**src/rtl/ssrs_pkg.sv**
```systemverilog
// ----------------------------------------------------------------------------
// ssrs_pkg: shared types, codes and arithmetic for the ranging sequencer
// Request and response records, command and status codes, servo duty math.
// ----------------------------------------------------------------------------
package ssrs_pkg;

  localparam int unsigned MAIN_PERIOD_DEF = 10;

  localparam logic OP_CMD  = 1'b0;
  localparam logic OP_TICK = 1'b1;

  localparam logic [7:0] CMD_POSITION = 8'd3;
  localparam logic [7:0] CMD_AUTO     = 8'd5;
  localparam logic [7:0] CMD_SETTLE   = 8'd6;
  localparam logic [7:0] CMD_SWEEP    = 8'd7;

  localparam logic [1:0] STATUS_OK      = 2'd0;
  localparam logic [1:0] STATUS_DUTY    = 2'd1;
  localparam logic [1:0] STATUS_UNKNOWN = 2'd2;

  localparam int unsigned PWM_PERIOD   = 12500;
  localparam int unsigned WIDTH_MIN    = 720;
  localparam int unsigned DEGREE_SPAN  = 160;
  localparam int unsigned SWEEP_STEP   = 20;
  localparam int unsigned CAPTURE_WAIT = 3;
  localparam int unsigned DIST_DIV     = 477;
  localparam int unsigned DIST_MAX     = 17860;

  typedef struct packed {
    logic        op;
    logic [7:0]  code;
    logic [7:0]  hi;
    logic [7:0]  lo;
    logic [15:0] cap_a;
    logic [15:0] cap_b;
  } ssrs_req_t;

  typedef struct packed {
    logic [13:0] duty;
    logic        trig;
    logic        report;
    logic [15:0] position;
    logic [14:0] distance;
    logic [1:0]  status;
  } ssrs_rsp_t;

  // span 1960/160 = 49/4 and 12500/20000 = 5/8, each floor taken in turn, then doubled
  function automatic logic [20:0] duty_for(input logic [15:0] pos);
    logic [21:0] m;
    logic [19:0] w;
    logic [22:0] f;
    m = ({6'b0, pos} << 5) + ({6'b0, pos} << 4) + {6'b0, pos};
    w = 20'(m >> 2) + 20'(WIDTH_MIN);
    f = ({3'b0, w} << 2) + {3'b0, w};
    return {f[22:3], 1'b0};
  endfunction

endpackage

```
**src/rtl/ssrs_div.sv**
```systemverilog
// ----------------------------------------------------------------------------
// ssrs_div: reciprocal divider by the distance constant
// One registered multiply by the scaled reciprocal of the divisor.
// ----------------------------------------------------------------------------
module ssrs_div (
  input  logic        clk,
  input  logic        rst_n,
  input  logic        start,
  input  logic [23:0] dividend,
  output logic        busy,
  output logic        done,
  output logic [14:0] quotient
);

  // ceil(2^33 / 477); exact floor for every dividend below 2^24
  localparam int unsigned SHIFT = 33;
  localparam logic [24:0] RECIP = 25'(((64'd1 << SHIFT) + 64'(ssrs_pkg::DIST_DIV) - 64'd1)
                                      / 64'(ssrs_pkg::DIST_DIV));

  logic [47:0] prod;
  logic [14:0] q_r, q_nxt;
  logic        done_r, done_nxt;

  assign prod = 48'(dividend) * 48'(RECIP);

  always_comb begin
    q_nxt    = q_r;
    done_nxt = start;
    if (start) begin
      q_nxt = prod[SHIFT+14:SHIFT];
    end
  end

  always_ff @(posedge clk) begin
    q_r <= q_nxt;
    if (!rst_n) begin
      done_r <= 1'b0;
    end else begin
      done_r <= done_nxt;
    end
  end

  assign busy     = done_r;
  assign done     = done_r;
  assign quotient = q_r;

endmodule

```
**src/rtl/ssrs_core.sv**
```systemverilog
// ----------------------------------------------------------------------------
// ssrs_core: command decode, sweep timer and measurement sequencer state
// Applies one request per exec pulse; hands distance work to the divider.
// ----------------------------------------------------------------------------
module ssrs_core #(
  parameter int unsigned MAIN_PERIOD = ssrs_pkg::MAIN_PERIOD_DEF
) (
  input  logic                clk,
  input  logic                rst_n,
  input  logic                exec,
  input  ssrs_pkg::ssrs_req_t req,
  input  logic                dist_load,
  input  logic [14:0]         dist_value,
  output logic                div_start,
  output logic [23:0]         div_dividend,
  output ssrs_pkg::ssrs_rsp_t rsp
);

  localparam logic [2:0] ST_IDLE    = 3'd0;
  localparam logic [2:0] ST_SETTLE  = 3'd1;
  localparam logic [2:0] ST_TRIGGER = 3'd2;
  localparam logic [2:0] ST_CAPTURE = 3'd3;
  localparam logic [2:0] ST_REPORT  = 3'd4;

  localparam logic [3:0]  DIV_LAST  = 4'(MAIN_PERIOD - 1);
  localparam logic [20:0] DUTY_MAX  = 21'(ssrs_pkg::PWM_PERIOD);
  localparam logic signed [10:0] STEP  = 11'(ssrs_pkg::SWEEP_STEP);
  localparam logic signed [10:0] SPAN  = 11'(ssrs_pkg::DEGREE_SPAN);
  localparam logic [15:0] CAP_WAIT  = 16'(ssrs_pkg::CAPTURE_WAIT);

  logic [2:0]  seq_r, seq_nxt;
  logic [15:0] wait_r, wait_nxt;
  logic [3:0]  mdiv_r, mdiv_nxt;
  logic [7:0]  auto_r, auto_nxt;
  logic [15:0] settle_r, settle_nxt;
  logic [15:0] sweep_ticks_r, sweep_ticks_nxt;
  logic [15:0] sweep_timer_r, sweep_timer_nxt;
  logic [8:0]  sweep_pos_r, sweep_pos_nxt;
  logic        rising_r, rising_nxt;
  logic [13:0] duty_val_r, duty_val_nxt;
  logic [15:0] pos_r, pos_nxt;
  logic [14:0] dist_r, dist_nxt;
  logic [13:0] duty_out_r, duty_out_nxt;
  logic        trig_r, trig_nxt;
  logic        report_r, report_nxt;
  logic [1:0]  status_r, status_nxt;

  logic [15:0] value;
  logic [15:0] duty_pos;
  logic [20:0] duty;
  logic [15:0] dif;

  assign value    = {req.hi, req.lo};
  assign duty_pos = (req.op == ssrs_pkg::OP_TICK) ? {7'b0, sweep_pos_r} : value;
  assign duty     = ssrs_pkg::duty_for(duty_pos);
  assign dif      = (req.cap_a > req.cap_b) ? (req.cap_a - req.cap_b)
                                            : (req.cap_b - req.cap_a);
  assign div_dividend = ({8'b0, dif} << 7) + ({8'b0, dif} << 1);

  always_comb begin
    logic [2:0]         seq_v;
    logic [15:0]        wait_v;
    logic [15:0]        tmr_v;
    logic signed [10:0] p;
    seq_nxt         = seq_r;
    wait_nxt        = wait_r;
    mdiv_nxt        = mdiv_r;
    auto_nxt        = auto_r;
    settle_nxt      = settle_r;
    sweep_ticks_nxt = sweep_ticks_r;
    sweep_timer_nxt = sweep_timer_r;
    sweep_pos_nxt   = sweep_pos_r;
    rising_nxt      = rising_r;
    duty_val_nxt    = duty_val_r;
    pos_nxt         = pos_r;
    dist_nxt        = dist_r;
    duty_out_nxt    = duty_out_r;
    trig_nxt        = trig_r;
    report_nxt      = report_r;
    status_nxt      = status_r;
    div_start       = 1'b0;
    seq_v           = seq_r;
    wait_v          = wait_r;
    tmr_v           = sweep_timer_r;
    p               = '0;
    if (exec) begin
      status_nxt = ssrs_pkg::STATUS_OK;
      report_nxt = 1'b0;
      if (req.op == ssrs_pkg::OP_CMD) begin
        unique case (req.code)
          ssrs_pkg::CMD_POSITION: begin
            auto_nxt = 8'd0;
            if (duty > DUTY_MAX) begin
              status_nxt = ssrs_pkg::STATUS_DUTY;
            end else begin
              pos_nxt      = value;
              duty_val_nxt = duty[13:0];
            end
            seq_nxt = ST_SETTLE;
          end
          ssrs_pkg::CMD_AUTO: begin
            seq_nxt  = ST_IDLE;
            auto_nxt = req.hi;
          end
          ssrs_pkg::CMD_SETTLE: settle_nxt = value;
          ssrs_pkg::CMD_SWEEP:  sweep_ticks_nxt = value;
          default:              status_nxt = ssrs_pkg::STATUS_UNKNOWN;
        endcase
      end else begin
        if (auto_r == 8'd0) begin
          sweep_timer_nxt = 16'd0;
        end else begin
          if (sweep_timer_r != 16'hFFFF) begin
            tmr_v = sweep_timer_r + 16'd1;
          end
          if (tmr_v < sweep_ticks_r) begin
            sweep_timer_nxt = tmr_v;
          end else begin
            sweep_timer_nxt = 16'd0;
            if (seq_v == ST_IDLE) begin
              if (duty <= DUTY_MAX) begin
                pos_nxt      = {7'b0, sweep_pos_r};
                duty_val_nxt = duty[13:0];
              end
              p = $signed({2'b0, sweep_pos_r}) + (rising_r ? STEP : -STEP);
              if (p >= SPAN) begin
                rising_nxt = 1'b0;
                p          = p - (STEP <<< 1);
              end
              if (p < 0) begin
                rising_nxt = 1'b1;
                p          = p + (STEP <<< 1);
              end
              sweep_pos_nxt = p[8:0];
              seq_v         = ST_SETTLE;
            end
          end
        end
        if (mdiv_r >= DIV_LAST) begin
          mdiv_nxt = 4'd0;
          if (seq_v != ST_IDLE) begin
            duty_out_nxt = duty_val_nxt;
          end
          unique case (seq_v)
            ST_SETTLE: begin
              if (wait_v > settle_r) begin
                wait_v   = 16'd0;
                trig_nxt = 1'b1;
                seq_v    = ST_TRIGGER;
              end
            end
            ST_TRIGGER: begin
              wait_v   = 16'd0;
              trig_nxt = 1'b0;
              seq_v    = ST_CAPTURE;
            end
            ST_CAPTURE: begin
              if (wait_v > CAP_WAIT) begin
                div_start = 1'b1;
                seq_v     = ST_REPORT;
              end
            end
            ST_REPORT: begin
              wait_v     = 16'd0;
              report_nxt = 1'b1;
              seq_v      = ST_IDLE;
            end
            default: wait_v = 16'd0;
          endcase
          if (wait_v != 16'hFFFF) begin
            wait_v = wait_v + 16'd1;
          end
          wait_nxt = wait_v;
        end else begin
          mdiv_nxt = mdiv_r + 4'd1;
        end
        seq_nxt = seq_v;
      end
    end
    if (dist_load) begin
      dist_nxt = dist_value;
    end
  end

  always_ff @(posedge clk) begin
    if (!rst_n) begin
      seq_r         <= ST_IDLE;
      wait_r        <= 16'd0;
      mdiv_r        <= 4'd0;
      auto_r        <= 8'd0;
      settle_r      <= 16'd10;
      sweep_ticks_r <= 16'd100;
      sweep_timer_r <= 16'd0;
      sweep_pos_r   <= 9'd0;
      rising_r      <= 1'b1;
      duty_val_r    <= 14'd2124;
      pos_r         <= 16'd80;
      dist_r        <= 15'd0;
      duty_out_r    <= 14'd0;
      trig_r        <= 1'b0;
      report_r      <= 1'b0;
      status_r      <= ssrs_pkg::STATUS_OK;
    end else begin
      seq_r         <= seq_nxt;
      wait_r        <= wait_nxt;
      mdiv_r        <= mdiv_nxt;
      auto_r        <= auto_nxt;
      settle_r      <= settle_nxt;
      sweep_ticks_r <= sweep_ticks_nxt;
      sweep_timer_r <= sweep_timer_nxt;
      sweep_pos_r   <= sweep_pos_nxt;
      rising_r      <= rising_nxt;
      duty_val_r    <= duty_val_nxt;
      pos_r         <= pos_nxt;
      dist_r        <= dist_nxt;
      duty_out_r    <= duty_out_nxt;
      trig_r        <= trig_nxt;
      report_r      <= report_nxt;
      status_r      <= status_nxt;
    end
  end

  assign rsp.duty     = duty_out_r;
  assign rsp.trig     = trig_r;
  assign rsp.report   = report_r;
  assign rsp.position = pos_r;
  assign rsp.distance = dist_r;
  assign rsp.status   = status_r;

endmodule

```
**src/rtl/servo_sweep_ranging_sequencer_unit.sv**
```systemverilog
// ----------------------------------------------------------------------------
// servo_sweep_ranging_sequencer_unit: servo aiming and range measurement
// Takes command and tick requests, returns one response per request.
//
//   channel | direction | ports
//   --------+-----------+-----------------------------------------------
//   in      | request   | in_valid, in_ready, in_operation .. capture_second
//   out     | response  | out_valid, out_ready, out_pwm_duty .. out_status
//
// A request passes through accept, update and response load; a tick that
// completes a capture also waits in the reciprocal multiplier before the load.
// Reset: rst_n, synchronous, restores all sequencer and sweep state.
// in_ready is low while a request is in work; a stalled response holds the
// block until out_ready takes it.
// ----------------------------------------------------------------------------
module servo_sweep_ranging_sequencer_unit #(
  parameter int unsigned MAIN_PERIOD = ssrs_pkg::MAIN_PERIOD_DEF
) (
  input  logic        clk,
  input  logic        rst_n,
  input  logic        in_valid,
  output logic        in_ready,
  input  logic        in_operation,
  input  logic [7:0]  in_cmd_code,
  input  logic [7:0]  in_cmd_hi,
  input  logic [7:0]  in_cmd_lo,
  input  logic [15:0] in_capture_first,
  input  logic [15:0] in_capture_second,
  output logic        out_valid,
  input  logic        out_ready,
  output logic [13:0] out_pwm_duty,
  output logic        out_trigger,
  output logic        out_report_valid,
  output logic [15:0] out_report_position,
  output logic [14:0] out_report_distance,
  output logic [1:0]  out_status
);

  localparam logic [1:0] S_IDLE = 2'd0;
  localparam logic [1:0] S_EXEC = 2'd1;
  localparam logic [1:0] S_DIV  = 2'd2;
  localparam logic [1:0] S_OUT  = 2'd3;

  logic [1:0]          state_r, state_nxt;
  ssrs_pkg::ssrs_req_t req_r;
  ssrs_pkg::ssrs_rsp_t rsp;
  ssrs_pkg::ssrs_rsp_t out_r;
  logic                out_valid_r, out_valid_nxt;
  logic                load_out;
  logic                div_start;
  logic [23:0]         div_dividend;
  logic                div_busy;
  logic                div_done;
  logic [14:0]         div_q;

  ssrs_core #(
    .MAIN_PERIOD(MAIN_PERIOD)
  ) u_core (
    .clk         (clk),
    .rst_n       (rst_n),
    .exec        (state_r == S_EXEC),
    .req         (req_r),
    .dist_load   (div_done),
    .dist_value  (div_q),
    .div_start   (div_start),
    .div_dividend(div_dividend),
    .rsp         (rsp)
  );

  ssrs_div u_div (
    .clk     (clk),
    .rst_n   (rst_n),
    .start   (div_start),
    .dividend(div_dividend),
    .busy    (div_busy),
    .done    (div_done),
    .quotient(div_q)
  );

  assign in_ready = (state_r == S_IDLE);
  assign load_out = (state_r == S_OUT) && (!out_valid_r || out_ready);

  always_comb begin
    state_nxt     = state_r;
    out_valid_nxt = out_valid_r;
    if (out_valid_r && out_ready) begin
      out_valid_nxt = 1'b0;
    end
    unique case (state_r)
      S_IDLE: if (in_valid) state_nxt = S_EXEC;
      S_EXEC: state_nxt = div_start ? S_DIV : S_OUT;
      S_DIV:  if (div_done) state_nxt = S_OUT;
      S_OUT: begin
        if (load_out) begin
          out_valid_nxt = 1'b1;
          state_nxt     = S_IDLE;
        end
      end
      default: state_nxt = S_IDLE;
    endcase
  end

  always_ff @(posedge clk) begin
    if (in_valid && in_ready) begin
      req_r.op    <= in_operation;
      req_r.code  <= in_cmd_code;
      req_r.hi    <= in_cmd_hi;
      req_r.lo    <= in_cmd_lo;
      req_r.cap_a <= in_capture_first;
      req_r.cap_b <= in_capture_second;
    end
    if (load_out) begin
      out_r <= rsp;
    end
    if (!rst_n) begin
      state_r     <= S_IDLE;
      out_valid_r <= 1'b0;
    end else begin
      state_r     <= state_nxt;
      out_valid_r <= out_valid_nxt;
    end
  end

  assign out_valid           = out_valid_r;
  assign out_pwm_duty        = out_r.duty;
  assign out_trigger         = out_r.trig;
  assign out_report_valid    = out_r.report;
  assign out_report_position = out_r.position;
  assign out_report_distance = out_r.distance;
  assign out_status          = out_r.status;

`ifndef SYNTH
  a_accept_exec: assert property (@(posedge clk) disable iff (!rst_n)
    (in_valid && in_ready) |=> (state_r == S_EXEC))
    else $error("accepted request did not enter execution");

  a_div_in_state: assert property (@(posedge clk) disable iff (!rst_n)
    div_busy |-> (state_r == S_DIV))
    else $error("divider busy outside division state");

  a_resp_from_out: assert property (@(posedge clk) disable iff (!rst_n)
    $rose(out_valid_r) |-> ($past(state_r) == S_OUT))
    else $error("response raised outside output state");

  a_dist_range: assert property (@(posedge clk) disable iff (!rst_n)
    out_valid_r |-> (out_r.distance <= 15'(ssrs_pkg::DIST_MAX)))
    else $error("distance out of range");

  a_status_code: assert property (@(posedge clk) disable iff (!rst_n)
    out_valid_r |-> (out_r.status != 2'd3))
    else $error("invalid status code");
`endif

endmodule
```
**config.mk**
```make
export PLATFORM = sky130hd
export DESIGN_NAME = servo_sweep_ranging_sequencer_unit
export DESIGN_NICKNAME = d
export VERILOG_FILES = /design/src/rtl/ssrs_pkg.sv /design/src/rtl/ssrs_div.sv /design/src/rtl/ssrs_core.sv /design/src/rtl/servo_sweep_ranging_sequencer_unit.sv
export SDC_FILE = /design/constraint.sdc
export NUM_CORES = 1
export LEC_CHECK = 0
export ABC_AREA = 1
export BUFFER_PORTS_ARGS = -buffer_cell sky130_fd_sc_hd__buf_2
export CORE_UTILIZATION = 53
export CTS_CLUSTER_DIAMETER = 80
export DETAILED_ROUTE_END_ITERATION = 16
export PLACE_DENSITY = 0.77
export SLEW_MARGIN = 20
export SYNTH_ARGS = -nofsm -noshare
export SYNTH_HDL_FRONTEND = slang
export SYNTH_HIERARCHICAL = 1
export SYNTH_SLANG_ARGS = --single-unit
export TNS_END_PERCENT = 10
```
**constraint.sdc**
```tcl
create_clock -name clk -period 14.8 [get_ports clk]
set_input_delay 1.48 -clock clk [delete_from_list [all_inputs] [get_ports clk]]
set_output_delay 1.48 -clock clk [all_outputs]
set_load 0.005 [all_outputs]
```
==> run metrics <==
status complete, no violations; core area 49400 sq um; All-Layer GR Usage 0.255; Synth Flop Type dfxtp_1; antenna violations before repair 0; antenna viol nets, final 0; synth warn 6; CTS sink cnt 275; Die Height 226 microns; Post-synth EDFFs 121; highest net fanout along the worst path 22; RSZ-0062 raised after global routing no; Detailed Route Iter0 Violations 1562; die area 51300 sq um; Syn Area/Cell 8.03 sq um; CP Data Arrival Time 11.85 ns; top cells by area, synth ha_1 18%, fa_1 14%, edfxtp_1 14%; CTS max path bufs 3; share of layout cells above drive strength 1 0.0806; Synth Cell Area 26700 sq um; Worst R2R Start req_r[16]; GP Congestion 0.975; Post-Syn Nets 3951; Syn Inst Count 3323; Die X-Extent 226 microns; vias 21700; crit end category register; most common cell in the netlist inv_1; met1 Use GR 0.365; Rel. slew slack 0.249; met2 usage 0.409; DPL Wire Length 52500 microns; Synth top cells by count 684 x inv_1, 608 x nand2_1, 376 x ha_1; fill count 4489; Post-synth ARST share 0; WL final 64700 microns; Yosys reg bits 275; post-CTS setup buffer count 0; nets@finish 4064; Yosys cell types 66; DRC viols 0; post-route minimum period 11.51 ns; busiest grt layer met2; largest net degree at the start of global routing 88; Starting Density 0.541; Overflow after GRT 0; max-slew violation count 0; R2R cell count 51; leading area contributor after synthesis ha_1; Min-Delay Endpoint out_report_distance[6]; Hold Path Depth 0; Seq/Total Area, Yosys 0.252; vias in the first global route 20700; latest clock arrival within the worst-skew pair 0.59 ns; Worst-path clk slew 0.06 ns; slowest library cell on the worst path nor3_1; DR pass1 iterations 7; post-route clock skew 0.0259 ns; CTS root buffer clkbuf_16; Area Overhead vs Synth 8.95%; Max Cap Violations 0; post-synth top area share 0.176; Worst R2R Setup Slack 3.29 ns; post-cts resize count 0; fmax 0.0869 GHz; Final Hold Viols 0; WL/cell 15.7 microns; diode count 0; vias per cell 5.27; Std-Cell Rows 81; CP Class reg2reg; met3 GRT Util 0.0288; worst slew pin tran 1.12 ns; CP startpoint kind register; Crit path largest cell delay 0.89 ns; Hold WC Path Type reg2reg; Total Neg Setup Slack 0 ns; io pins 112; H-tree depth 1; CP Data Required Time 15.14 ns; # setup viols final 0; Hold Path Origin u_core/dist_r[6]; TritonCTS clock tree done; first-pass GRT wire length 105000 microns; CTS Hold Bufs 0; PortBufs 111; CTS Buf Count 31; period utilization 0.778; Worst R2R End u_div/quotient[13]
-- critical path, delay by kind of cell, from the launching register on --
kind                       cells  cell delay [ns]
adders and majority gates     11             4.81
AOI/OAI and AO/OA             11             1.81
xor gates and xnor gates       1             0.16
and+or+nand+nor               19             3.33
DFF                            1             0.39
buffers and inverters          9             0.73
-- metrics by stage --
| step | hold WS (ns) | util | std cells | instance area (sq um) | setup WS [ns] |
|---|---|---|---|---|---|
| after CTS | 0.425 | 0.589 | 4125 | 29100 | 3.33 |
| after floorplan | 0.403 | - | 3323 | 26700 | 4.43 |
| after global placement | 0.408 | 0.567 | 4067 | 28000 | 3.63 |
| after detailed placement | 0.410 | 0.567 | 4067 | 28000 | 3.33 |
| after global routing | 0.433 | 0.589 | 4125 | 29100 | 2.41 |
| final | 0.424 | 0.589 | 4125 | 29100 | 3.29 |
-- worst max path at each step --
stage | from | to | slack, ns
6_report | req_r[16] | u_div/quotient[13] | 3.29
5_1_grt | req_r[16] | u_div/quotient[12] | 2.41
4_1_cts | req_r[16] | u_div/quotient[13] | 3.33
3_5_place_dp | req_r[16] | u_div/quotient[13] | 3.33
3_3_place_gp | req_r[16] | u_div/quotient[13] | 3.63
2_1_floorplan | req_r[16] | u_div/quotient[13] | 4.43
-- registers in the layout (all words and copies together), names as in the netlist, 16 cells and up --
| signal | count |
|---|---|
| u_core/settle_r | 16 |
| req_r | 57 |
| u_core/sweep_ticks_r | 16 |
| u_core/wait_r | 16 |
| u_core/sweep_timer_r | 16 |
| out_report_position | 16 |
| u_core/pos_r | 16 |
-- area by class of cell --
cell class                      count  area, sq um  area share
Inverter                          693         2600      0.0894
Tap cell                          664          831      0.0286
Multi-Input combinational cell   2304        17200       0.590
Clock buffer                       38          885      0.0304
Timing Repair Buffer              131          706      0.0243
Sequential cell                   275         6720       0.231
Clock inverter                     20          193     0.00663
-- cells by family (layout without fill, tap and decap cells) --
| group | after synthesis | after routing | synth area share |
|---|---|---|---|
| xor+xnor | 91 | 91 | 0.0304 |
| mux | 3 | 3 | 0.00112 |
| buf+inv | 744 | 882 | 0.107 |
| other cells | 1 | 1 | 0.000140 |
| simple gates | 1135 | 1135 | 0.185 |
| fa+ha+maj | 567 | 567 | 0.319 |
| flops | 275 | 275 | 0.252 |
| compound gates | 507 | 507 | 0.106 |
-- metal layers --
layer / routed length [microns] / vias up
li1: - / 10900
met1: 30200 / 10100
met2: 29100 / 634
met3: 3770 / 101
met4: 1590 / 0
met5: 0 / -
-- cells in the final DEF (no fill, tap or decap), types with 20 or more instances in the layout --
master,count
a21oi_1,248
fa_1,191
inv_1,683
nand3_1,123
nand4_1,37
nor3_1,31
clkbuf_16,33
edfxtp_1,121
nor2_1,240
nand2_2,20
dfxtp_1,154
ha_1,376
nand2_1,608
o21ai_0,151
buf_4,20
xor2_1,67
buf_2,111
xnor2_1,21
o21bai_1,20
Power is not shown: default switching activity piles up to over one toggle a cycle in this logic, so the estimate is an artifact.
